`src/rtl/jlbe_pkg.sv`:
```
// Package for the J1-J2 lattice bond energy scanner: lattice geometry, field widths,
// controller codes and the command and status structs. It depends on nothing else.
package jlbe_pkg;

  localparam int LATTICE_SIDE = 10;
  localparam int SITE_COUNT   = LATTICE_SIDE * LATTICE_SIDE;
  localparam int ROW_W        = (LATTICE_SIDE > 1) ? $clog2(LATTICE_SIDE) : 1;
  localparam int SITE_W       = $clog2(SITE_COUNT);

  localparam int SITE_FIELD_W  = 7;
  localparam int FLAGS_W       = 4;
  localparam int COUPLING_W    = 16;
  localparam int SITE_ENERGY_W = 18;
  localparam int TOTAL_W       = 24;

  localparam int IN_TDATA_W  = 8;
  localparam int OUT_TDATA_W = 88;

  localparam logic [COUPLING_W-1:0] COUPLING_RESET = 16'd2048;
  localparam logic signed [SITE_ENERGY_W-1:0] ONE_Q12 = 18'sd4096;
  localparam logic signed [TOTAL_W-1:0] TOTAL_MAX = 24'sh7FFFFF;
  localparam logic signed [TOTAL_W-1:0] TOTAL_MIN = 24'sh800000;

  localparam logic [ROW_W-1:0] LAST_ROW = ROW_W'(LATTICE_SIDE - 1);

  localparam logic OP_LOAD = 1'b0;
  localparam logic OP_SCAN = 1'b1;

  typedef enum logic [5:0] {
    ST_IDLE = 6'b000001,
    ST_RD_B = 6'b000010,
    ST_RD_C = 6'b000100,
    ST_CAP  = 6'b001000,
    ST_SUM  = 6'b010000,
    ST_TOT  = 6'b100000
  } jlbe_state_t;

  typedef enum logic [1:0] {
    RD_SEL_NEAR = 2'd0,
    RD_SEL_DIAG = 2'd1,
    RD_SEL_LEFT = 2'd2
  } jlbe_rd_sel_t;

  typedef struct packed {
    logic         spin_wr;
    jlbe_rd_sel_t rd_sel;
    logic         cap_a;
    logic         cap_b;
    logic         cap_c;
    logic         sum_en;
    logic         commit;
  } jlbe_cmd_t;

  typedef struct packed {
    logic out_free;
  } jlbe_status_t;

  function automatic logic [ROW_W-1:0] wrap_inc(input logic [ROW_W-1:0] x);
    return (x == LAST_ROW) ? '0 : ROW_W'(x + 1'b1);
  endfunction

  function automatic logic [ROW_W-1:0] wrap_dec(input logic [ROW_W-1:0] x);
    return (x == '0) ? LAST_ROW : ROW_W'(x - 1'b1);
  endfunction

  function automatic logic [SITE_W-1:0] site_of(input logic [ROW_W-1:0] r,
                                                input logic [ROW_W-1:0] c);
    return SITE_W'(SITE_W'(r) * SITE_W'(LATTICE_SIDE) + SITE_W'(c));
  endfunction

  function automatic logic [SITE_FIELD_W-1:0] site_field(input logic [SITE_W-1:0] s);
    logic [31:0] w;
    w = 32'(s);
    return w[SITE_FIELD_W-1:0];
  endfunction

endpackage

```
`src/rtl/jlbe_ctrl.sv`:
```
// Controller state machine of the lattice bond energy scanner.
// Depends on jlbe_pkg; drives the datapath only through command and status structs.
module jlbe_ctrl (
  input  logic                  clk,
  input  logic                  rst,
  input  logic                  in_valid,
  input  logic                  in_opcode,
  output logic                  in_ready,
  input  jlbe_pkg::jlbe_status_t status,
  output jlbe_pkg::jlbe_cmd_t    cmd
);
  import jlbe_pkg::*;

  jlbe_state_t state, state_next;

  always_ff @(posedge clk) begin
    if (rst) begin
      state <= ST_IDLE;
    end else begin
      state <= state_next;
    end
  end

  always_comb begin
    state_next = state;
    cmd        = '0;
    cmd.rd_sel = RD_SEL_NEAR;
    in_ready   = 1'b0;
    unique case (state)
      ST_IDLE: begin
        in_ready = 1'b1;
        if (in_valid) begin
          if (in_opcode == OP_SCAN) begin
            state_next = ST_RD_B;
          end else begin
            cmd.spin_wr = 1'b1;
          end
        end
      end
      ST_RD_B: begin
        cmd.cap_a  = 1'b1;
        cmd.rd_sel = RD_SEL_DIAG;
        state_next = ST_RD_C;
      end
      ST_RD_C: begin
        cmd.cap_b  = 1'b1;
        cmd.rd_sel = RD_SEL_LEFT;
        state_next = ST_CAP;
      end
      ST_CAP: begin
        cmd.cap_c  = 1'b1;
        state_next = ST_SUM;
      end
      ST_SUM: begin
        cmd.sum_en = 1'b1;
        state_next = ST_TOT;
      end
      ST_TOT: begin
        if (status.out_free) begin
          cmd.commit = 1'b1;
          state_next = ST_IDLE;
        end
      end
      default: begin
        state_next = ST_IDLE;
      end
    endcase
  end

endmodule

```
`src/rtl/jlbe_datapath.sv`:
```
// Datapath of the lattice bond energy scanner: spin memory, scan counters,
// bond energy adder, saturating total and the output register. Depends on jlbe_pkg.
module jlbe_datapath (
  input  logic                                   clk,
  input  logic                                   rst,
  input  jlbe_pkg::jlbe_cmd_t                    cmd,
  output jlbe_pkg::jlbe_status_t                 status,
  input  logic                                   cfg_wr_en,
  input  logic [jlbe_pkg::COUPLING_W-1:0]        cfg_wr_data,
  input  logic [jlbe_pkg::SITE_FIELD_W-1:0]      site_index,
  input  logic                                   spin_up,
  output logic                                   out_valid,
  input  logic                                   out_ready,
  output logic [jlbe_pkg::OUT_TDATA_W-1:0]       out_data,
  output logic                                   out_last
);
  import jlbe_pkg::*;

  logic spin_mem [SITE_COUNT];

  logic [COUPLING_W-1:0] coupling_j2;
  logic [ROW_W-1:0] row, col;
  logic signed [TOTAL_W-1:0] total;
  logic rd0, rd1;
  logic spin_self, spin_down, spin_right, spin_dr, spin_dl;
  logic [FLAGS_W-1:0] flags;
  logic signed [SITE_ENERGY_W-1:0] site_e;

  logic [ROW_W-1:0] row_dn, col_rt, col_lt;
  logic [SITE_W-1:0] pos, nb_down, nb_right, nb_dr, nb_dl;
  logic [SITE_W-1:0] addr0, addr1;
  logic load_ok;
  logic is_last;
  logic [FLAGS_W-1:0] flags_next;
  logic signed [SITE_ENERGY_W-1:0] j2_ext, site_e_next;
  logic signed [TOTAL_W:0] total_sum;
  logic signed [TOTAL_W-1:0] total_sat;

  assign row_dn   = wrap_inc(row);
  assign col_rt   = wrap_inc(col);
  assign col_lt   = wrap_dec(col);
  assign pos      = site_of(row, col);
  assign nb_down  = site_of(row_dn, col);
  assign nb_right = site_of(row, col_rt);
  assign nb_dr    = site_of(row_dn, col_rt);
  assign nb_dl    = site_of(row_dn, col_lt);
  assign is_last  = (row == LAST_ROW) && (col == LAST_ROW);
  assign load_ok  = 32'(site_index) < SITE_COUNT;

  always_comb begin
    unique case (cmd.rd_sel)
      RD_SEL_NEAR: begin
        addr0 = pos;
        addr1 = nb_down;
      end
      RD_SEL_DIAG: begin
        addr0 = nb_right;
        addr1 = nb_dr;
      end
      RD_SEL_LEFT: begin
        addr0 = nb_dl;
        addr1 = nb_dl;
      end
      default: begin
        addr0 = pos;
        addr1 = nb_down;
      end
    endcase
  end

  always_ff @(posedge clk) begin
    if (cmd.spin_wr && load_ok) begin
      spin_mem[SITE_W'(site_index)] <= spin_up;
    end
    rd0 <= spin_mem[addr0];
    rd1 <= spin_mem[addr1];
  end

  assign flags_next = {spin_self ^ spin_dl, spin_self ^ spin_dr,
                       spin_self ^ spin_right, spin_self ^ spin_down};
  assign j2_ext     = SITE_ENERGY_W'(signed'(coupling_j2));
  assign site_e_next = (flags_next[0] ? -ONE_Q12 : ONE_Q12)
                     + (flags_next[1] ? -ONE_Q12 : ONE_Q12)
                     + (flags_next[2] ? -j2_ext : j2_ext)
                     + (flags_next[3] ? -j2_ext : j2_ext);

  assign total_sum = {total[TOTAL_W-1], total}
                   + {{(TOTAL_W + 1 - SITE_ENERGY_W){site_e[SITE_ENERGY_W-1]}}, site_e};

  always_comb begin
    if (total_sum[TOTAL_W] != total_sum[TOTAL_W-1]) begin
      total_sat = total_sum[TOTAL_W] ? TOTAL_MIN : TOTAL_MAX;
    end else begin
      total_sat = total_sum[TOTAL_W-1:0];
    end
  end

  always_ff @(posedge clk) begin
    if (cmd.cap_a) begin
      spin_self <= rd0;
      spin_down <= rd1;
    end
    if (cmd.cap_b) begin
      spin_right <= rd0;
      spin_dr    <= rd1;
    end
    if (cmd.cap_c) begin
      spin_dl <= rd0;
    end
    if (cmd.sum_en) begin
      flags  <= flags_next;
      site_e <= site_e_next;
    end
    if (cmd.commit) begin
      out_data <= {7'd0, total_sat, site_e, flags,
                   site_field(nb_dl), site_field(nb_dr), site_field(nb_right),
                   site_field(nb_down), site_field(pos)};
      out_last <= is_last;
    end
  end

  always_ff @(posedge clk) begin
    if (rst) begin
      coupling_j2 <= COUPLING_RESET;
      row         <= '0;
      col         <= '0;
      total       <= '0;
      out_valid   <= 1'b0;
    end else begin
      if (cfg_wr_en) begin
        coupling_j2 <= cfg_wr_data;
      end
      if (cmd.commit) begin
        out_valid <= 1'b1;
        if (is_last) begin
          row   <= '0;
          col   <= '0;
          total <= '0;
        end else begin
          total <= total_sat;
          col   <= col_rt;
          if (col == LAST_ROW) begin
            row <= row_dn;
          end
        end
      end else if (out_ready) begin
        out_valid <= 1'b0;
      end
    end
  end

  assign status.out_free = !out_valid || out_ready;

endmodule

```
`src/rtl/j1_j2_lattice_bond_energy.sv`:
```
// Top level of the J1-J2 lattice bond energy scanner: joins the controller and datapath.
// Depends on jlbe_pkg, jlbe_ctrl and jlbe_datapath.
//
//   channel   direction  fields
//   s_axis    in         tuser: opcode; tdata: site_index, spin_up
//   m_axis    out        tdata: sites, anti_flags, energies; tlast: last_site
//   cfg       in         cfg_wr_data: coupling_j2
//
// A load writes its spin in the idle state, where the next input can be taken. A scan
// takes no new input from acceptance through three read steps for the five spins through
// the two read ports, a capture step, the bond sum and the total, which registers the
// result. A scan waits in its last step while a previous result is still held in
// the output register. Reset clears the scan position and the total and restores the
// default coupling; the spin memory is not cleared.
module j1_j2_lattice_bond_energy (
  input  logic                                  clk,
  input  logic                                  rst,
  input  logic                                  s_axis_tvalid,
  output logic                                  s_axis_tready,
  input  logic [jlbe_pkg::IN_TDATA_W-1:0]       s_axis_tdata,  // site_index, spin_up
  input  logic                                  s_axis_tuser,  // opcode
  output logic                                  m_axis_tvalid,
  input  logic                                  m_axis_tready,
  // source_site, down_site, right_site, down_right_site, down_left_site,
  // anti_flags, site_energy, total_energy, zero fill
  output logic [jlbe_pkg::OUT_TDATA_W-1:0]      m_axis_tdata,
  output logic                                  m_axis_tlast,
  input  logic                                  cfg_wr_en,
  input  logic [jlbe_pkg::COUPLING_W-1:0]       cfg_wr_data
);
  import jlbe_pkg::*;

  jlbe_cmd_t    cmd;
  jlbe_status_t status;

  jlbe_ctrl u_ctrl (
    .clk       (clk),
    .rst       (rst),
    .in_valid  (s_axis_tvalid),
    .in_opcode (s_axis_tuser),
    .in_ready  (s_axis_tready),
    .status    (status),
    .cmd       (cmd)
  );

  jlbe_datapath u_dp (
    .clk         (clk),
    .rst         (rst),
    .cmd         (cmd),
    .status      (status),
    .cfg_wr_en   (cfg_wr_en),
    .cfg_wr_data (cfg_wr_data),
    .site_index  (s_axis_tdata[SITE_FIELD_W-1:0]),
    .spin_up     (s_axis_tdata[SITE_FIELD_W]),
    .out_valid   (m_axis_tvalid),
    .out_ready   (m_axis_tready),
    .out_data    (m_axis_tdata),
    .out_last    (m_axis_tlast)
  );

endmodule

```
`config.mk`:
```
export PLATFORM = sky130hd
export DESIGN_NAME = j1_j2_lattice_bond_energy
export DESIGN_NICKNAME = d
export VERILOG_FILES = /design/src/rtl/jlbe_pkg.sv /design/src/rtl/jlbe_ctrl.sv /design/src/rtl/jlbe_datapath.sv /design/src/rtl/j1_j2_lattice_bond_energy.sv
export SDC_FILE = /design/constraint.sdc
export NUM_CORES = 1
export LEC_CHECK = 0
export BUFFER_PORTS_ARGS = -buffer_cell sky130_fd_sc_hd__buf_2
export CAP_MARGIN = 10
export CORE_UTILIZATION = 65
export DETAILED_ROUTE_END_ITERATION = 8
export GPL_ROUTABILITY_DRIVEN = 0
export PLACE_DENSITY = 0.86
export SETUP_SLACK_MARGIN = 0.02
export SYNTH_ARGS = -nofsm -noshare
export SYNTH_HDL_FRONTEND = slang
export SYNTH_SLANG_ARGS = --single-unit
```
`constraint.sdc`:
```
create_clock -name clk -period 7.4 [get_ports clk]
set_input_delay 0 -clock clk [delete_from_list [all_inputs] [get_ports clk]]
set_output_delay 0 -clock clk [all_outputs]
set_load 0.03 [all_outputs]
```
# Word-level counts from Yosys, hierarchy flattened
# Memory sizes are Yosys's and may differ from the RTL's. A register that Yosys moved wholly into a read port is not among the register bits.
# Cells that the tools add are included.
op_classes:
  n_bitwise: 4
  n_mul: 2
  n_mux: 34
  n_lt_le_gt_ge: 1
  eq_ne: 14
  reduce_logical: 9
  n_addsub: 13
op_table:
  columns: ["cell", "count"]
  rows:
  - ["18-bit 2-to-1 mux", 4]
  - ["24-bit 2-to-1 mux", 3]
  - ["18-bit adder", 3]
  - ["6-bit one-hot mux with 6 select lines", 1]
  - ["7-bit by 4-bit adder with 7-bit output", 5]
  - ["7-bit one-hot mux with 2 select lines", 2]
  - ["24-bit by 18-bit adder with 25-bit output", 1]
  - ["4-bit 2-to-1 mux", 6]
  - ["6-bit 2-to-1 mux", 3]
  - ["16-bit negation with 18-bit output", 1]
  - ["1-bit 2-to-1 mux", 14]
  - ["4-bit by 3-bit multiplier with 6-bit output (second input constant)", 2]
  - ["4-bit by 1-bit adder with 4-bit output (second input constant)", 2]
  - ["4-bit == test (second input constant)", 2]
  - ["7-bit < comparator (second input constant)", 1]
  - ["6-bit by 1-bit == test with 1-bit output (second input constant)", 1]
  - ["6-bit by 2-bit == test with 1-bit output (second input constant)", 1]
  - ["6-bit by 3-bit == test with 1-bit output (second input constant)", 1]
  - ["6-bit by 4-bit == test with 1-bit output (second input constant)", 1]
  - ["6-bit by 5-bit == test with 1-bit output (second input constant)", 1]
  - ["6-bit == test (second input constant)", 1]
  - ["2-bit inequality test (second input constant)", 3]
  - ["4-bit logical NOT", 1]
  - ["2-bit one-hot mux with 2 select lines", 1]
  - ["other kinds (11)", 16]
totals:
  inputBits: 30
  regBits: 164
  n_memories: 1
  mem_bits_rw: 100
mem_list:
  columns: ["memory", "depth", "word_bits", "read_ports", "rd_clocked_by_memory_dff", "write_ports", "line", "rtl"]
  rows:
  - ["u_dp.spin_mem", 100, 1, 2, 2, 1, "jlbe_datapath.sv:19", "logic spin_mem [SITE_COUNT];"]

# Depth between registers and ports, before layout
logic_depth:
  word_depth: 6
  ltp_mapped: 20
  depth_no_buf: 20

# Hierarchy
# A second synthesis with hierarchy kept.
unflattened:
  cells_unflattened: 1333
  hier_area_um2: 15454.8
modules_own_cells:
  columns: ["mod", "cells_each", "area_per_inst_um2", "seq_area_each_um2", "n_inst"]
  rows:
  - ["jlbe_datapath", 1290, 15103.2, 7176.9, 1]
  - ["jlbe_ctrl", 43, 351.6, 120.1, 1]

# Worst setup path after synthesis
# OpenSTA, ideal clock, no wires.
synth_path:
  path_type: "reg2reg"
  from: "register u_dp.coupling_j2[5]"
  to: "register u_dp.site_e[17], data pin"
  arrival_ns: 4.492
  required_time_ns: 7.113
  path_slack_ns: 2.622
  stages_incl_launch_ff: 20
  synth_period_minus_slack_ns: 4.778
  n_path_buf: 1
  setup_ns: 0.287
  cell_sequence: "dfxtp_1 > buf_6 > or4_4 > nor2_4 > or2b_1 > or3_1 > nor4_1 > nor3_1 > a21oi_1 > fa_1 > fa_1 > inv_1 > ha_1 > xnor2_1 > xnor2_1 > xnor2_1 > xnor2_1 > or4_1 > o311ai_1 > a211oi_1"
synth_between:
  elab_chain_len: 4
  word_cells_on_any_way: 5
synth_rtl:
  columns: ["element", "line", "rtl"]
  rows:
  - ["from (decl)", "jlbe_datapath.sv:21", "logic [COUPLING_W-1:0] coupling_j2;"]
  - ["from (signal assigned)", "jlbe_datapath.sv:131", "coupling_j2 <= cfg_wr_data;"]
  - ["16-bit negation with 18-bit output", "jlbe_datapath.sv:84, jlbe_datapath.sv:85", null]
  - ["18-bit 2-to-1 mux", "jlbe_datapath.sv:84", "+ (flags_next[2] ? -j2_ext : j2_ext)"]
  - ["18-bit adder", "jlbe_datapath.sv:84", null]
  - ["18-bit adder *", "jlbe_datapath.sv:85", "+ (flags_next[3] ? -j2_ext : j2_ext);"]
  - ["named net u_dp.site_e_next[17]", "jlbe_datapath.sv:35", "logic signed [SITE_ENERGY_W-1:0] j2_ext, site_e_next;"]
  - ["to (signal assigned)", "jlbe_datapath.sv:112", "site_e <= site_e_next;"]
  - ["to (decl)", "jlbe_datapath.sv:27", "logic signed [SITE_ENERGY_W-1:0] site_e;"]
# Mark *: on every way through the listed nets, which the timed path passes. The rest lies on a longest branch.
# A chain may end at the register's enable or synchronous reset.

# Worst setup path in the final report
layout_path:
  from: "register u_dp.spin_self"
  to: "register u_dp.site_e[17], data pin"
layout_between:
  elab_chain_len: 5
  word_cells_on_any_way: 11
layout_rtl:
  columns: ["element", "line", "rtl"]
  rows:
  - ["from (decl)", "jlbe_datapath.sv:25", "logic spin_self, spin_down, spin_right, spin_dr, spin_dl;"]
  - ["from (signal assigned)", "jlbe_datapath.sv:100", "spin_self <= rd0;"]
  - ["1-bit XOR", "jlbe_datapath.sv:80", "spin_self ^ spin_right, spin_self ^ spin_down};"]
  - ["18-bit 2-to-1 mux (on tied branches)", "jlbe_datapath.sv:82, jlbe_datapath.sv:83", null]
  - ["18-bit adder", "jlbe_datapath.sv:83", "+ (flags_next[1] ? -ONE_Q12 : ONE_Q12)"]
  - ["18-bit adder", "jlbe_datapath.sv:84", null]
  - ["18-bit adder *", "jlbe_datapath.sv:85", null]
  - ["named net u_dp.site_e_next[17]", "jlbe_datapath.sv:35", null]
# Marks and branches as above.

==> impl_metrics.py <==
metrics = {
    "status": {
        "status": "finished, final reports clean",
    },
    "setup_path": {
        "worstSetupPathType": "reg -> reg",
        "r2r_cells": 17,
        "critPathMaxFanout": 12,
        "start_kind": "flip-flop",
        "r2r_slack_ns": 2.20,
        "timing.rr.end": "u_dp.site_e[17]",
        "regToRegStartpoint": "u_dp.spin_self",
        "arrival_ns": 5.58,
        "cp.required_ns": 7.77,
        "cp-end-kind": "flip-flop",
    },
    "global_route": {
        "grt_pass1_wl_um": 55800,
        "antenna_found_initial": 0,
        "grt_usage_pct": 29.9,
        "grt_remaining_overflow": 0,
        "grt_pass1_vias": 11000,
        "grt_max_degree": 101,
    },
    "detailed_routing": {
        "via_count": 11000,
        "ant_nets": 0,
        "wire_per_inst_um": 20.4,
        "drc": 0,
        "first_pass_iters": 5,
        "drt_iter0_drc": 750,
        "wl_um": 35600,
        "vias_per_cell": 6.32,
    },
    "power_and_ir_drop": {
        "seq_power_share_pct": 47.6,
        "power_density_nw_per_um2": 198,
        "swShare_pct": 24.0,
        "irDropWorstVdd_uv": 182,
        "total_power_mw": 3.39,
        "p_sw_mw": 0.816,
        "leakagePower_nw": 7.04,
        "intPower_mw": 2.58,
        "clkPwrFrac_pct": 39.6,
        "combinationalPowerShare_pct": 12.8,
    },
    "yosys": {
        "synth.avg_cell_area_um2": 11.7,
        "synth_top_area_share_pct": 41.0,
        "synthFlopType": "edfxtp_1",
        "synth_cells": 1289,
        "synthTopCellsByCount": "205 x edfxtp_1, 175 x nor2_1, 103 x ha_1",
        "yosysSeqAreaShare_pct": 48.5,
        "yosys-top-cells-area": "edfxtp_1 41%, ha_1 8.6%, dfxtp_1 7.6%",
        "synth.distinct_cells": 66,
        "ys_ff_latch": 262,
        "synth-edff-count": 205,
        "yosys_warnings": 0,
        "synth.most_common_cell": "edfxtp_1",
        "synth_top_cell_by_area": "edfxtp_1",
        "netlist_area_um2": 15000,
        "ys_async_sr_fraction_pct": 0,
    },
    "cells_and_area": {
        "final_util_pct": 75.7,
        "syn_to_final_growth_pct": 14.1,
        "nNetsFinal": 1587,
        "drive_gt1_share_pct": 15.0,
        "antennaDiodeCount": 0,
        "finalNonFillerCells": 1742,
    },
    "worst_hold_path": {
        "worstHoldPathType": "in -> reg",
        "hold_depth": 3,
        "hold_end": "u_dp.coupling_j2[9]",
        "min_from": "cfg_wr_en",
    },
    "timing": {
        "finalHoldViolCount": 0,
        "rsz0062_at_grt": "false",
        "setup_viol_count_final": 0,
        "fin_crit_ns": 5.20,
        "max_freq_ghz": 0.192,
        "fin_crit_sh_pct": 70.3,
        "tightest_slew_ns": 1.08,
        "slew_viol_final": 0,
        "fin_setup_tns_ns": 0,
        "fin_worst_skew_ns": 0.0132,
        "slew_headroom_pct": 27.7,
    },
    "cts": {
        "cts_tree": "built",
        "post_cts_buffers": 0,
        "clk_latency_ns": 0.55,
        "cts_num_sinks": 262,
        "numCtsBuffers": 28,
        "clk_pin_slew_worst_paths_ns": 0.06,
        "cts_buffer_depth": 3,
        "cts.repair.resized": 0,
        "cts-root-buf": "clkbuf_16",
        "htreeDepth": 1,
    },
    "flow_run": {
        "maxCapViolCount": 0,
    },
    "die": {
        "die-area_um2": 23700,
        "start_util_pct": 66.4,
        "core_um2": 22600,
        "die_width_um": 154,
        "num_rows": 55,
        "pin_count": 121,
        "die-height_um": 154,
    },
    "placement": {
        "port_buffers": 112,
        "dp.cells": 1643,
        "dpl.hpwl_um": 23000,
    },
}
==> timing repair <==
action,4_1_cts,5_1_grt
endpoints found under the setup margin,0,0
hold buffers,48,0
hold endpoints to repair,31,0
==> worst max-delay path: stages, from the launching register on <==
cell and delay [ns]:
edfxtp_1 0.48, xnor2_1 0.69, inv_1 0.39, nand2_1 0.19
xnor2_1 0.14, ha_1 0.26, ha_1 0.30, ha_1 0.30
ha_1 0.34, nor2b_1 0.14, o21a_1 0.18, o21ai_0 0.23
a21oi_1 0.12, o21ai_0 0.29, a21oi_1 0.16, o41ai_1 0.55
nor2_1 0.11, a211oi_1 0.18
==> registers in the layout, indices dropped and copies added (netlist names), 4 cells and up <==
| signal | count |
|---|---|
| u_dp.spin_mem | 100 |
| u_dp.total | 24 |
| u_dp.row | 4 |
| u_dp.coupling_j2 | 16 |
| u_dp.site_e | 17 |
| u_dp.flags | 4 |
| u_dp.out_data | 78 |
| u_dp.col | 4 |
| u_ctrl.state | 6 |
==> power by group through the flow <==
stage          clock [mW]  combinational, mW  sequential [mW]
6_report             1.34              0.436             1.62
5_1_grt              1.40              0.480             1.62
4_1_cts              1.35              0.423             1.61
3_5_place_dp            0              0.388             1.65
3_3_place_gp            0              0.373             1.64
2_1_floorplan           0              0.305             1.64
==> layout make-up <==
cell class	count	area, um^2
multi-input cells	925	7300
flip-flops and latches	262	7300
fillers	1384	5490
repair buffers	171	1120
clock buffers	39	795
well taps	285	357
inverters	49	185
clock inverters	11	85.1
==> worst max path at each step <==
stage / slack (ns) / cells past startpoint / end / from
after global routing: 1.89 / 18 / u_dp.site_e[17] / u_dp.coupling_j2[5]
after global placement: 2.42 / 13 / u_dp.rd1 / u_dp.row[1]
final: 2.20 / 17 / u_dp.site_e[17] / u_dp.spin_self
after detailed placement: 2.10 / 13 / u_dp.rd1 / u_dp.row[1]
after CTS: 2.04 / 13 / u_dp.rd1 / u_dp.row[1]
after floorplan: 2.62 / 19 / u_dp.site_e[17] / u_dp.coupling_j2[5]
==> placed cells by master, fill, tap and decap left out, types with 4 or more instances in the layout <==
cell type      instances
a21o_1                22
clkbuf_1               8
edfxtp_1             205
nand2b_1               9
buf_2                112
clkbuf_16             30
nor4_1                 5
clkinv_1               4
conb_1                 8
and3_1                 7
dlygate4sd3_1         48
a31oi_1                7
nor2b_1               20
mux2i_1              101
o21ai_0               54
a21oi_1               51
xnor2_1               57
nor2_1               175
nor3_1                12
a211oi_1               8
mux4_2                30
fa_1                  17
nand3b_1               6
a22o_1                25
ha_1                 103
o21a_1                 4
buf_4                 11
clkinv_2               5
or3_1                  6
and2_1                 6
mux2_2                 9
or2_2                  5
o31ai_1                5
inv_1                 47
a22oi_1                4
dfxtp_1               57
nand3_1               16
nand2_1               65
xor2_1                41
==> per-layer routing <==
metal	up-vias	routed length, um	global-route usage (%)	share of wire (%)
met5	-	0	0	0
met4	0	1920	16.3	5.4
met3	165	2140	4.20	6.0
met2	535	18300	53.8	51
met1	5329	13200	34.5	37
li1	4986	-	-	-
==> cell families after synthesis <==
family | share of synthesized area [%]
DFF | 48.5
other | 0.0249
buffers and inverters | 3.25
and+or+nand+nor | 10.8
xor gates and xnor gates | 5.71
AOI/OAI and AO/OA | 8.92
adders and majority gates | 10.8
muxes | 11.9
==> through the flow <==
stage	area (um^2)	hold WS [ns]	setup slack, ns
finish	17100	0.0185	2.20
global route	17100	0.0336	1.89
CTS	17100	0.00204	2.04
detailed placement	15800	0.230	2.10
global placement	15800	0.226	2.42
floorplan	15100	0.0989	2.62
(Power assumes the default switching activity.)
